## src/hdl/mf_pkg.sv

```systemverilog
// Shared types and constants of the median filter.
// Used by the interfaces, the rank cells and the top level.
`timescale 1ns / 1ps

package mf_pkg;

    typedef enum logic {
        OP_PIXEL = 1'b0,
        OP_FLUSH = 1'b1
    } t_op;

    typedef enum logic [1:0] {
        CFG_WINDOW_SIZE  = 2'd0,
        CFG_IMAGE_WIDTH  = 2'd1,
        CFG_IMAGE_HEIGHT = 2'd2
    } t_cfg_idx;

    localparam int CFG_IDX_W   = 2;
    localparam int CFG_DATA_W  = 12;
    localparam int WS_W        = 3;
    localparam int IW_W        = 11;
    localparam int IH_W        = 12;
    localparam int PIX_W       = 8;

    // Output queue that absorbs every item still in the pipeline.
    localparam int FIFO_DEPTH  = 16;
    localparam int FIFO_AW     = 4;
    localparam int PEND_W      = 5;

    // Sideband that travels with an item down the rank cells.
    typedef struct packed {
        logic             valid;
        logic             emit;
        logic             inner;
        logic             frame_end;
        logic [PIX_W-1:0] border;
    } t_side;

    // Rank of the median, counted from zero, for half window h.
    function automatic logic [6:0] mf_kinit(input logic [2:0] h);
        logic [3:0] side;
        logic [7:0] n;
        side = {h, 1'b1};
        n = 8'(side) * 8'(side);
        return n[7:1];
    endfunction

endpackage

```

## src/hdl/mf_rank_cell.sv

```systemverilog
// One bit cell of the median chain: settles one result bit, MSB first.
// Depends on mf_pkg for the sideband struct.
`timescale 1ns / 1ps

module mf_rank_cell #(
    parameter int N = 49,
    parameter int BIT = 7,
    localparam int KW = $clog2(N)
) (
    input  logic                 i_clk,
    input  logic                 i_rst_n,
    input  logic [N-1:0][7:0]    i_val,
    input  logic [N-1:0]         i_cand,
    input  logic [KW-1:0]        i_k,
    input  logic [7:0]           i_res,
    input  mf_pkg::t_side        i_side,
    output logic [N-1:0][7:0]    o_val,
    output logic [N-1:0]         o_cand,
    output logic [KW-1:0]        o_k,
    output logic [7:0]           o_res,
    output mf_pkg::t_side        o_side
);

    localparam int CNTW = $clog2(N + 1);

    logic [N-1:0]      bitvec;
    logic [CNTW-1:0]   zeros;
    logic              one;
    logic [7:0]        res_d;

    logic [N-1:0][7:0] r_val;
    logic [N-1:0]      r_cand;
    logic [KW-1:0]     r_k;
    logic [7:0]        r_res;
    mf_pkg::t_side     r_side;

    // Count the candidates that have a zero in this bit; if the rank lies
    // beyond them the median has a one here.
    always_comb begin
        zeros = '0;
        for (int j = 0; j < N; j++) begin
            bitvec[j] = i_val[j][BIT];
            zeros = zeros + CNTW'(i_cand[j] & ~i_val[j][BIT]);
        end
        one = !(CNTW'(i_k) < zeros);
        res_d = i_res;
        res_d[BIT] = one;
    end

    always_ff @(posedge i_clk) begin
        r_val  <= i_val;
        r_cand <= one ? (i_cand & bitvec) : (i_cand & ~bitvec);
        r_k    <= one ? KW'(CNTW'(i_k) - zeros) : i_k;
        r_res  <= res_d;
        if (!i_rst_n) begin
            r_side <= '0;
        end else begin
            r_side <= i_side;
        end
    end

    assign o_val  = r_val;
    assign o_cand = r_cand;
    assign o_k    = r_k;
    assign o_res  = r_res;
    assign o_side = r_side;

endmodule

```

## config.mk

```make
export PLATFORM = sky130hd
export DESIGN_NAME = mf_rank_cell
export DESIGN_NICKNAME = d
export VERILOG_FILES = /design/src/hdl/mf_pkg.sv /design/src/hdl/mf_rank_cell.sv
export SDC_FILE = /design/constraint.sdc
export NUM_CORES = 1
export LEC_CHECK = 0
export CORE_AREA = 2 2 364 366
export DETAILED_ROUTE_END_ITERATION = 12
export DIE_AREA = 0 0 366 368
export DONT_BUFFER_PORTS = 1
export GPL_TIMING_DRIVEN = 0
export PLACE_DENSITY_LB_ADDON = 0.08
export SLEW_MARGIN = 20
export SYNTH_ARGS = -nofsm -noshare
export SYNTH_HDL_FRONTEND = slang
export SYNTH_SLANG_ARGS = --single-unit
```

## constraint.sdc

```tcl
create_clock -name i_clk -period 7.75 [get_ports i_clk]
set_clock_uncertainty 0.05 [all_clocks]
set_input_delay 0.3875 -clock i_clk [delete_from_list [all_inputs] [get_ports i_clk]]
set_output_delay 0.3875 -clock i_clk [all_outputs]
set_load 0.01 [all_outputs]
```

==> out/summary.txt, run 1 <==
Syn Area/Cell = 15.2 um^2
final setup violation count = 0
Yosys reg bits = 467
largest net degree at the start of global routing = 16
crit path from = i_cand[41]
critical path class = primary input to flop
Worst setup EP type = flop
Reg clk slew, reported paths = 60 ps
CP Capture Point = o_cand[5]$_DFF_P_
layout cell share with drive strength beyond 1 = 0.0857
GRT Overall Usage = 0.0963
Worst-Margin Slew = 529 ps
Worst EP required = 8240 ps
wire per inst = 21.6 um
num rows = 133
Hold Slack = -264 ps
drt first pass iters = 4
Yosys Warn Count = 0
Achievable Freq = 134 MHz
Die X = 366 um
arrival time at the worst endpoint = 7940 ps
outcome = finished, violations left
register area share after synthesis = 0.783
ys flop type = dfxtp_1
crit-path max FO = 6
final hold vios = 7
Starting Density = 0.0912
Clock Path Buffers = 3
worst min path class = primary input to flop
core area = 0.131 mm^2
Die Span Y = 368 um
total power = 10500 uW
first-pass GRT wire length = 87100 um
Netlist cell types = 33
post-route ant nets = 0
CTS sink count = 467
Routed WL = 67600 um
H-tree depth = 2
iteration-0 DRC count of the detailed router = 288
Period minus WS final = 7450 ps
vias = 8060
io pins = 936
TritonCTS buffer count = 56
GRT overflow = 0
vias per cell = 2.58
Pleak = 0.00802 uW
Root Driver = clkbuf_16
gpl congestion = 0.777
hpwl dp = 53400 um
# DRC = 0
Mapped Nets = 1309
Slew headroom = 0.647
fin util = 0.159
Tcrit/Tclk final = 0.961
number of global-route vias before repair = 9198
Port Buffer Count = 0
Peak VDD IR = 0.576 mV
Post-synth EDFFs = 0
Pins Over Slew Limit = 0
Syn Inst Count = 784
final net count = 1840
Layout area overhead = 74.4%
Post-synth ARST share = 0
crit path launch type = primary input
area of the mapped netlist = 0.0119 mm^2
Die ar. = 0.135 mm^2
Max-cap violations = 0
violated checks = negative hold slack
CTS tree = done
RSZ-0062 raised after global routing = no
PD cells = 504 mW/mm^2
initial antenna violation count = 20
## stage by stage
step / hold slack [ps] / cell area, um^2 / TNS [ps] / std cells / setup WS [ps]
after CTS: -345 / 20600 / 0 / 3095 / 6.88
after floorplan: 365 / 11900 / 0 / 784 / 995
final: -264 / 20800 / 0 / 3123 / 302
after detailed placement: 365 / 14100 / -7770 / 2539 / -462
after global placement: 365 / 14100 / -15590 / 2539 / -1070
after global routing: -340 / 20800 / 0 / 3115 / 5.83
## cell usage in the layout (no fill, tap or decap), drive strengths merged, types with 7 or more instances in the layout
| master | netlist | layout |
|---|---|---|
| a21oi | 9 | 9 |
| and2 | 35 | 35 |
| buf | 7 | 16 |
| bufinv | 0 | 7 |
| clkbuf | 3 | 77 |
| clkinv | 0 | 10 |
| dfxtp | 467 | 467 |
| diode | 0 | 14 |
| dlygate4sd3 | 0 | 464 |
| fa | 41 | 41 |
| ha | 15 | 15 |
| inv | 47 | 49 |
| nand2b | 26 | 26 |
| nand3 | 26 | 26 |
| nor2 | 9 | 9 |
| nor2b | 25 | 25 |
| o21ai | 30 | 30 |
| xnor2 | 24 | 24 |
## layout make-up
class                   count  area, um^2
fillers                 14500      110000
repair buffers            473        4720
clock inverters            22         348
well taps                1755        2200
plain buffers              10         106
clock buffers              75        1550
multi-input cells         260        2340
diodes                     14        35.0
flip-flops and latches    467        9350
inverters                  47         176
## layer usage
| metal | global-route usage | vias to the layer above | part of all wire | wire length (um) |
|---|---|---|---|---|
| met3 | 0.0466 | 131 | 0.11 | 7160 |
| met4 | 0.0530 | 14 | 0.060 | 4060 |
| li1 | - | 3549 | - | - |
| met5 | 0 | - | 0.0010 | 70 |
| met2 | 0.158 | 567 | 0.47 | 31900 |
| met1 | 0.101 | 3799 | 0.36 | 24400 |
## critical path: stages
cell,delay [ps]
dlygate4sd3_1,540
nand2b_1,90
fa_1,540
inv_1,90
fa_1,480
inv_1,60
fa_1,590
fa_1,450
fa_1,490
fa_1,570
inv_1,60
fa_1,520
fa_1,480
fa_1,420
a21o_1,180
a21oi_1,180
xor2_1,120
ha_2,390
o311ai_4,140
a21oi_4,280
buf_12,160
nand3_1,80
dlygate4sd3_1,560
o21ai_0,70
## worst min path at each step
stage,startpoint,to,slack (ps),cells past startpoint
4_1_cts,i_val[351],o_val[351]$_DFF_P_,-350,0
3_3_place_gp,i_val[117],o_val[117]$_DFF_P_,370,0
3_5_place_dp,i_val[299],o_val[299]$_DFF_P_,370,0
6_report,i_val[351],o_val[351]$_DFF_P_,-260,0
5_1_grt,i_val[351],o_val[351]$_DFF_P_,-340,0
2_1_floorplan,i_res[0],o_res[0]$_DFF_P_,370,0
## cell families (layout without fill, tap and decap cells)
kind of cell,count (synthesis),in the layout,synth area share
other,0,14,0
DFF,467,467,0.783
buffers and inverters,57,627,0.0220
AOI/OAI and AO/OA,50,50,0.0280
xor gates and xnor gates,28,28,0.0205
and+or+nand+nor,126,126,0.0616
adders and majority gates,56,56,0.0845
## flip-flops by register name, summed over array words and instances (netlist names)
register,cells
o_cand,49
o_k,6
o_res,8
o_side,12
o_val,392
## cells in the mapped netlist (2+ instances only)
master,number,area share
o21ai_1,5,0.0021
inv_1,47,0.015
nand3_1,26,0.011
dfxtp_1,467,0.78
o21ai_0,25,0.010
ha_1,15,0.016
clkbuf_1,3,0.00094
o41a_1,2,0.0019
xor2_1,4,0.0029
a21oi_2,5,0.0037
buf_6,6,0.0057
o21a_1,2,0.0013
a21oi_1,3,0.0013
nor2b_1,24,0.013
a21o_1,2,0.0013
and2_1,35,0.018
nand2b_1,26,0.014
fa_1,41,0.069
nor2_1,9,0.0028
xnor2_1,24,0.018
## power by group
group | total [uW] | internal (uW) | switching [uW]
combinational | 4750 | 2110 | 2640
sequential | 3000 | 2690 | 303
clock | 2740 | 1640 | 1100
## what timing repair did
action                                  in CTS  in global routing
hold endpoints to repair                   466                 13
buffers inserted                             0                  8
endpoints found under the setup margin       0                 12
hold buffers                               459                  6
resized for setup                            0                 12
No activity file was read; power rests on OpenSTA's default activity.
==> run 2, diff against run 1 <==
--- a/config.mk
+++ b/config.mk
@@ -5,9 +5,10 @@
 export SDC_FILE = /design/constraint.sdc
 export NUM_CORES = 1
 export LEC_CHECK = 0
-export CORE_AREA = 2 2 364 366
+export ABC_AREA = 1
+export CORE_AREA = 2 2 369 371
 export DETAILED_ROUTE_END_ITERATION = 12
-export DIE_AREA = 0 0 366 368
+export DIE_AREA = 0 0 371 373
 export DONT_BUFFER_PORTS = 1
 export GPL_TIMING_DRIVEN = 0
 export PLACE_DENSITY_LB_ADDON = 0.08
==> constraint.sdc (replaced) <==
create_clock -name i_clk -period 8.4 [get_ports i_clk]
set_clock_uncertainty 0.05 [all_clocks]
set_input_delay 0.42 -clock i_clk [delete_from_list [all_inputs] [get_ports i_clk]]
set_output_delay 0.42 -clock i_clk [all_outputs]
set_load 0.01 [all_outputs]
==> out/summary.txt, run 2 <==
most frequent cells after synthesis = dfxtp_1, nor2_1, inv_1, nand2_1, nand4_1 (was dfxtp_1, inv_1, fa_1, and2_1)
Yosys reg bits = 467 (unchanged)
Hold Slack = 65.5 ps (was -264 ps)
Reg clk slew, reported paths = 60 ps (about the same)
post-route cell area = 0.0213 mm^2 (was 0.0208 mm^2)
buffers inserted by post-CTS timing repair = 0 (unchanged)
Tcrit/Tclk final = 0.923
most frequent cells in the layout = dlygate4sd3_1, dfxtp_1, nor2_1 (was dfxtp_1, dlygate4sd3_1, clkbuf_16)
GRT overflow = 0 (unchanged)
CP peak stage delay = 1020 ps (was 590 ps)
hold worst-path end = o_cand[17]$_DFF_P_ (was o_val[351]$_DFF_P_)
post-CTS resize count = 0 (unchanged)
Clock Path Buffers = 3 (unchanged)
# placed instances = 2758 (was 2539)
RSZ-0062 raised after global routing = no (unchanged)
TritonCTS buffer count = 57 (was 56)
top cell type's share of synthesized area = 0.762 (was 0.783)
Worst setup EP type = flop (unchanged)
arrival time at the worst endpoint = 8240 ps (was 7940 ps)
Die ar. = 0.138 mm^2 (was 0.135 mm^2)
Routed WL = 83600 um (was 67600 um)
crit path launch type = primary input (unchanged)
Pleak = 0.00872 uW (was 0.00802 uW)
gpl congestion = 0.777 (about the same)
Pint = 5440 uW (was 6440 uW)
ys flop type = dfxtp_1 (unchanged)
# DRC = 0 (unchanged)
crit-path max FO = 10 (was 6)
Net Switching = 3940 uW (was 4050 uW)
wire per inst = 24.9 um (was 21.6 um)
Root Driver = clkbuf_16 (unchanged)
Layout area overhead = 73.4% (was 74.4%)
cell family with most CP delay = adder cells (unchanged)
hold_sp = i_val[143] (was i_val[351])
register area share after synthesis = 0.762 (was 0.783)
final net count = 2028 (was 1840)
Clk pwr share = 0.289 (was 0.261)
Syn Area/Cell = 12.6 um^2 (was 15.2 um^2)
hpwl dp = 66000 um (was 53400 um)
Syn Inst Count = 977 (was 784)
area of the mapped netlist = 0.0123 mm^2 (was 0.0119 mm^2)
iteration-0 DRC count of the detailed router = 515 (was 288)
vias = 9184 (was 8060)
GRT Overall Usage = 0.116 (was 0.0963)
CP bufs+invs = 5 (was 6)
Yosys Warn Count = 0 (unchanged)
PD cells = 441 mW/mm^2 (was 504 mW/mm^2)
Mapped Nets = 1502 (was 1309)
most common cell in the netlist = dfxtp_1 (unchanged)
CP Cell Sequence = inv_1 -> nor2_1 -> fa_1 -> fa_1 -> inv_1 -> fa_1 -> fa_1 -> fa_1 -> fa_1 -> inv_1 -> fa_1 -> fa_1 -> fa_1 -> a21oi_1 -> o21ai_0 -> xnor2_1 -> ha_1 -> nand2_1 -> inv_2 -> nand4_2 -> clkbuf_1 -> nand4_1 -> nand2_1 -> nor2_1 (was dlygate4sd3_1 -> nand2b_1 -> fa_1 -> inv_1 -> fa_1 -> inv_1 -> fa_1 -> fa_1 -> fa_1 -> fa_1 -> inv_1 -> fa_1 -> fa_1 -> fa_1 -> a21o_1 -> a21oi_1 -> xor2_1 -> ha_2 -> o311ai_4 -> a21oi_4 -> buf_12 -> nand3_1 -> dlygate4sd3_1 -> o21ai_0)
Max-cap violations = 0 (unchanged)
initial antenna violation count = 26 (was 20)
worst min path class = primary input to flop (unchanged)
number of global-route vias before repair = 10300 (was 9198)
total of fill cells in the finished design = 14900 (was 14500)
Pins Over Slew Limit = 0 (unchanged)
Die X = 371 um (was 366 um)
vias per cell = 2.74 (was 2.58)
Port Buffer Count = 0 (unchanged)
Slowest-stage cell, CP = fa_1 (unchanged)
DP Worst Slack = -271 ps (was -462 ps)
layout cell share with drive strength beyond 1 = 0.0685 (was 0.0857)
final hold vios = 0 (was 7)
Worst EP required = 8890 ps (was 8240 ps)
Yosys top cell by area = dfxtp_1 (unchanged)
num rows = 135 (was 133)
register area = 0.00935 mm^2 (unchanged)
Starting Density = 0.0912 (about the same)
Worst-Margin Slew = 948 ps (was 529 ps)
largest net degree at the start of global routing = 17 (was 16)
Achievable Freq = 129 MHz
Non-Filler Instances = 3350 (was 3123)
Seq pwr share = 0.298 (was 0.286)
CTS sink count = 467 (unchanged)
Post-synth EDFFs = 0 (unchanged)
Peak VDD IR = 0.404 mV (was 0.576 mV)
post-route ant nets = 0 (unchanged)
outcome = completed (was finished, violations left)
Slew headroom = 0.368 (was 0.647)
first-pass GRT wire length = 105000 um (was 87100 um)
drt first pass iters = 5 (was 4)
DP Area = 0.0145 mm^2 (was 0.0141 mm^2)
hold buffers post-CTS = 467 (was 459)
H-tree depth = 2 (unchanged)
core area = 0.135 mm^2 (was 0.131 mm^2)
Post-synth ARST share = 0 (unchanged)
area taken by multi-input logic gates = 0.00238 mm^2 (was 0.00234 mm^2)
Period minus WS final = 7750 ps
critical path class = primary input to flop (unchanged)
final setup violation count = 0 (unchanged)
io pins = 936 (unchanged)
Hold Path Depth = 3 (was 0)
combinational share of power = 0.413 (was 0.453)
CP dominant cell by count = fa_1 (unchanged)
Netlist cell types = 24 (was 33)
CTS tree = done (unchanged)
Sw Ratio = 0.420 (was 0.386)
Largest register FFs = 392 (unchanged)
synth top area cells = dfxtp_1, fa_1, nor2_1, inv_1, nand2_1 (was dfxtp_1, fa_1, and2_1, xnor2_1, ha_1)
Die Span Y = 373 um (was 368 um)
final setup slack of the worst path = 650 ps (was 302 ps)
[run 2: changes by cell type after synthesis, moves of 26 or more]
| cell | before | now |
|---|---|---|
| and2_1 | 35 | 0 |
| nand2b_1 | 26 | 0 |
| inv_1 | 47 | 117 |
| nor2_1 | 9 | 124 |
| nand2_1 | 1 | 115 |
| nand4_1 | 0 | 50 |
[run 2: worst max-delay path by stage]
stage               depth (start not counted)                  to  startpoint
floorplan                                  25  o_cand[47]$_DFF_P_   i_cand[0]
global placement                           22  o_cand[17]$_DFF_P_  i_cand[11]
detailed placement                         22  o_cand[17]$_DFF_P_  i_cand[11]
CTS                                        22  o_cand[17]$_DFF_P_  i_cand[11]
global route                               24  o_cand[17]$_DFF_P_  i_cand[11]
finish                                     24  o_cand[17]$_DFF_P_  i_cand[11]
[run 2: power groups by stage]
stage,combinational [uW],sequential [uW],clock (uW)
2_1_floorplan,2500,2700,0
3_3_place_gp,3910,2870,0
3_5_place_dp,3870,2860,0
4_1_cts,4110,2820,2840
5_1_grt,4500,2820,2910
6_report,3870,2790,2710
[run 2: layer usage]
metal,wire length (um),global-route usage,vias up
li1,-,-,4085
met1,31400,0.125,4364
met2,40400,0.199,606
met3,7810,0.0444,125
met4,3960,0.0500,4
met5,15,0,-
[run 2: cell families (layout without fill, tap and decap cells)]
family / after synthesis / in the layout / share of synthesized area
AO/OA/AOI/OAI: 9 / 9 / 0.00397
other: 0 / 21 / 0
AND/OR/NAND/NOR: 301 / 301 / 0.105
adder cells (fa/ha/maj): 56 / 56 / 0.0821
XOR/XNOR: 3 / 3 / 0.00214
flip-flops: 467 / 467 / 0.762
buffers and inverters: 141 / 712 / 0.0449
[run 2: cell type report]
| type | instances | area share |
|---|---|---|
| Clock inverter | 28 | 0.0223 |
| Buffer | 23 | 0.00511 |
| Clock buffer | 76 | 0.0742 |
| Multi-Input combinational cell | 369 | 0.112 |
| Timing Repair Buffer | 467 | 0.220 |
| Tap cell | 1781 | 0.105 |
| Inverter | 118 | 0.0208 |
| Antenna cell | 21 | 0.00247 |
| Sequential cell | 467 | 0.439 |
[run 2: metrics by stage]
step | utilization | setup TNS, ps | power, uW
6_report | 0.158 | 0 | 9380
5_1_grt | 0.158 | 0 | 10200
3_5_place_dp | 0.108 | -956 | 6730
3_3_place_gp | 0.108 | -862 | 6780
4_1_cts | 0.158 | 0 | 9760
2_1_floorplan | - | 0 | 5200
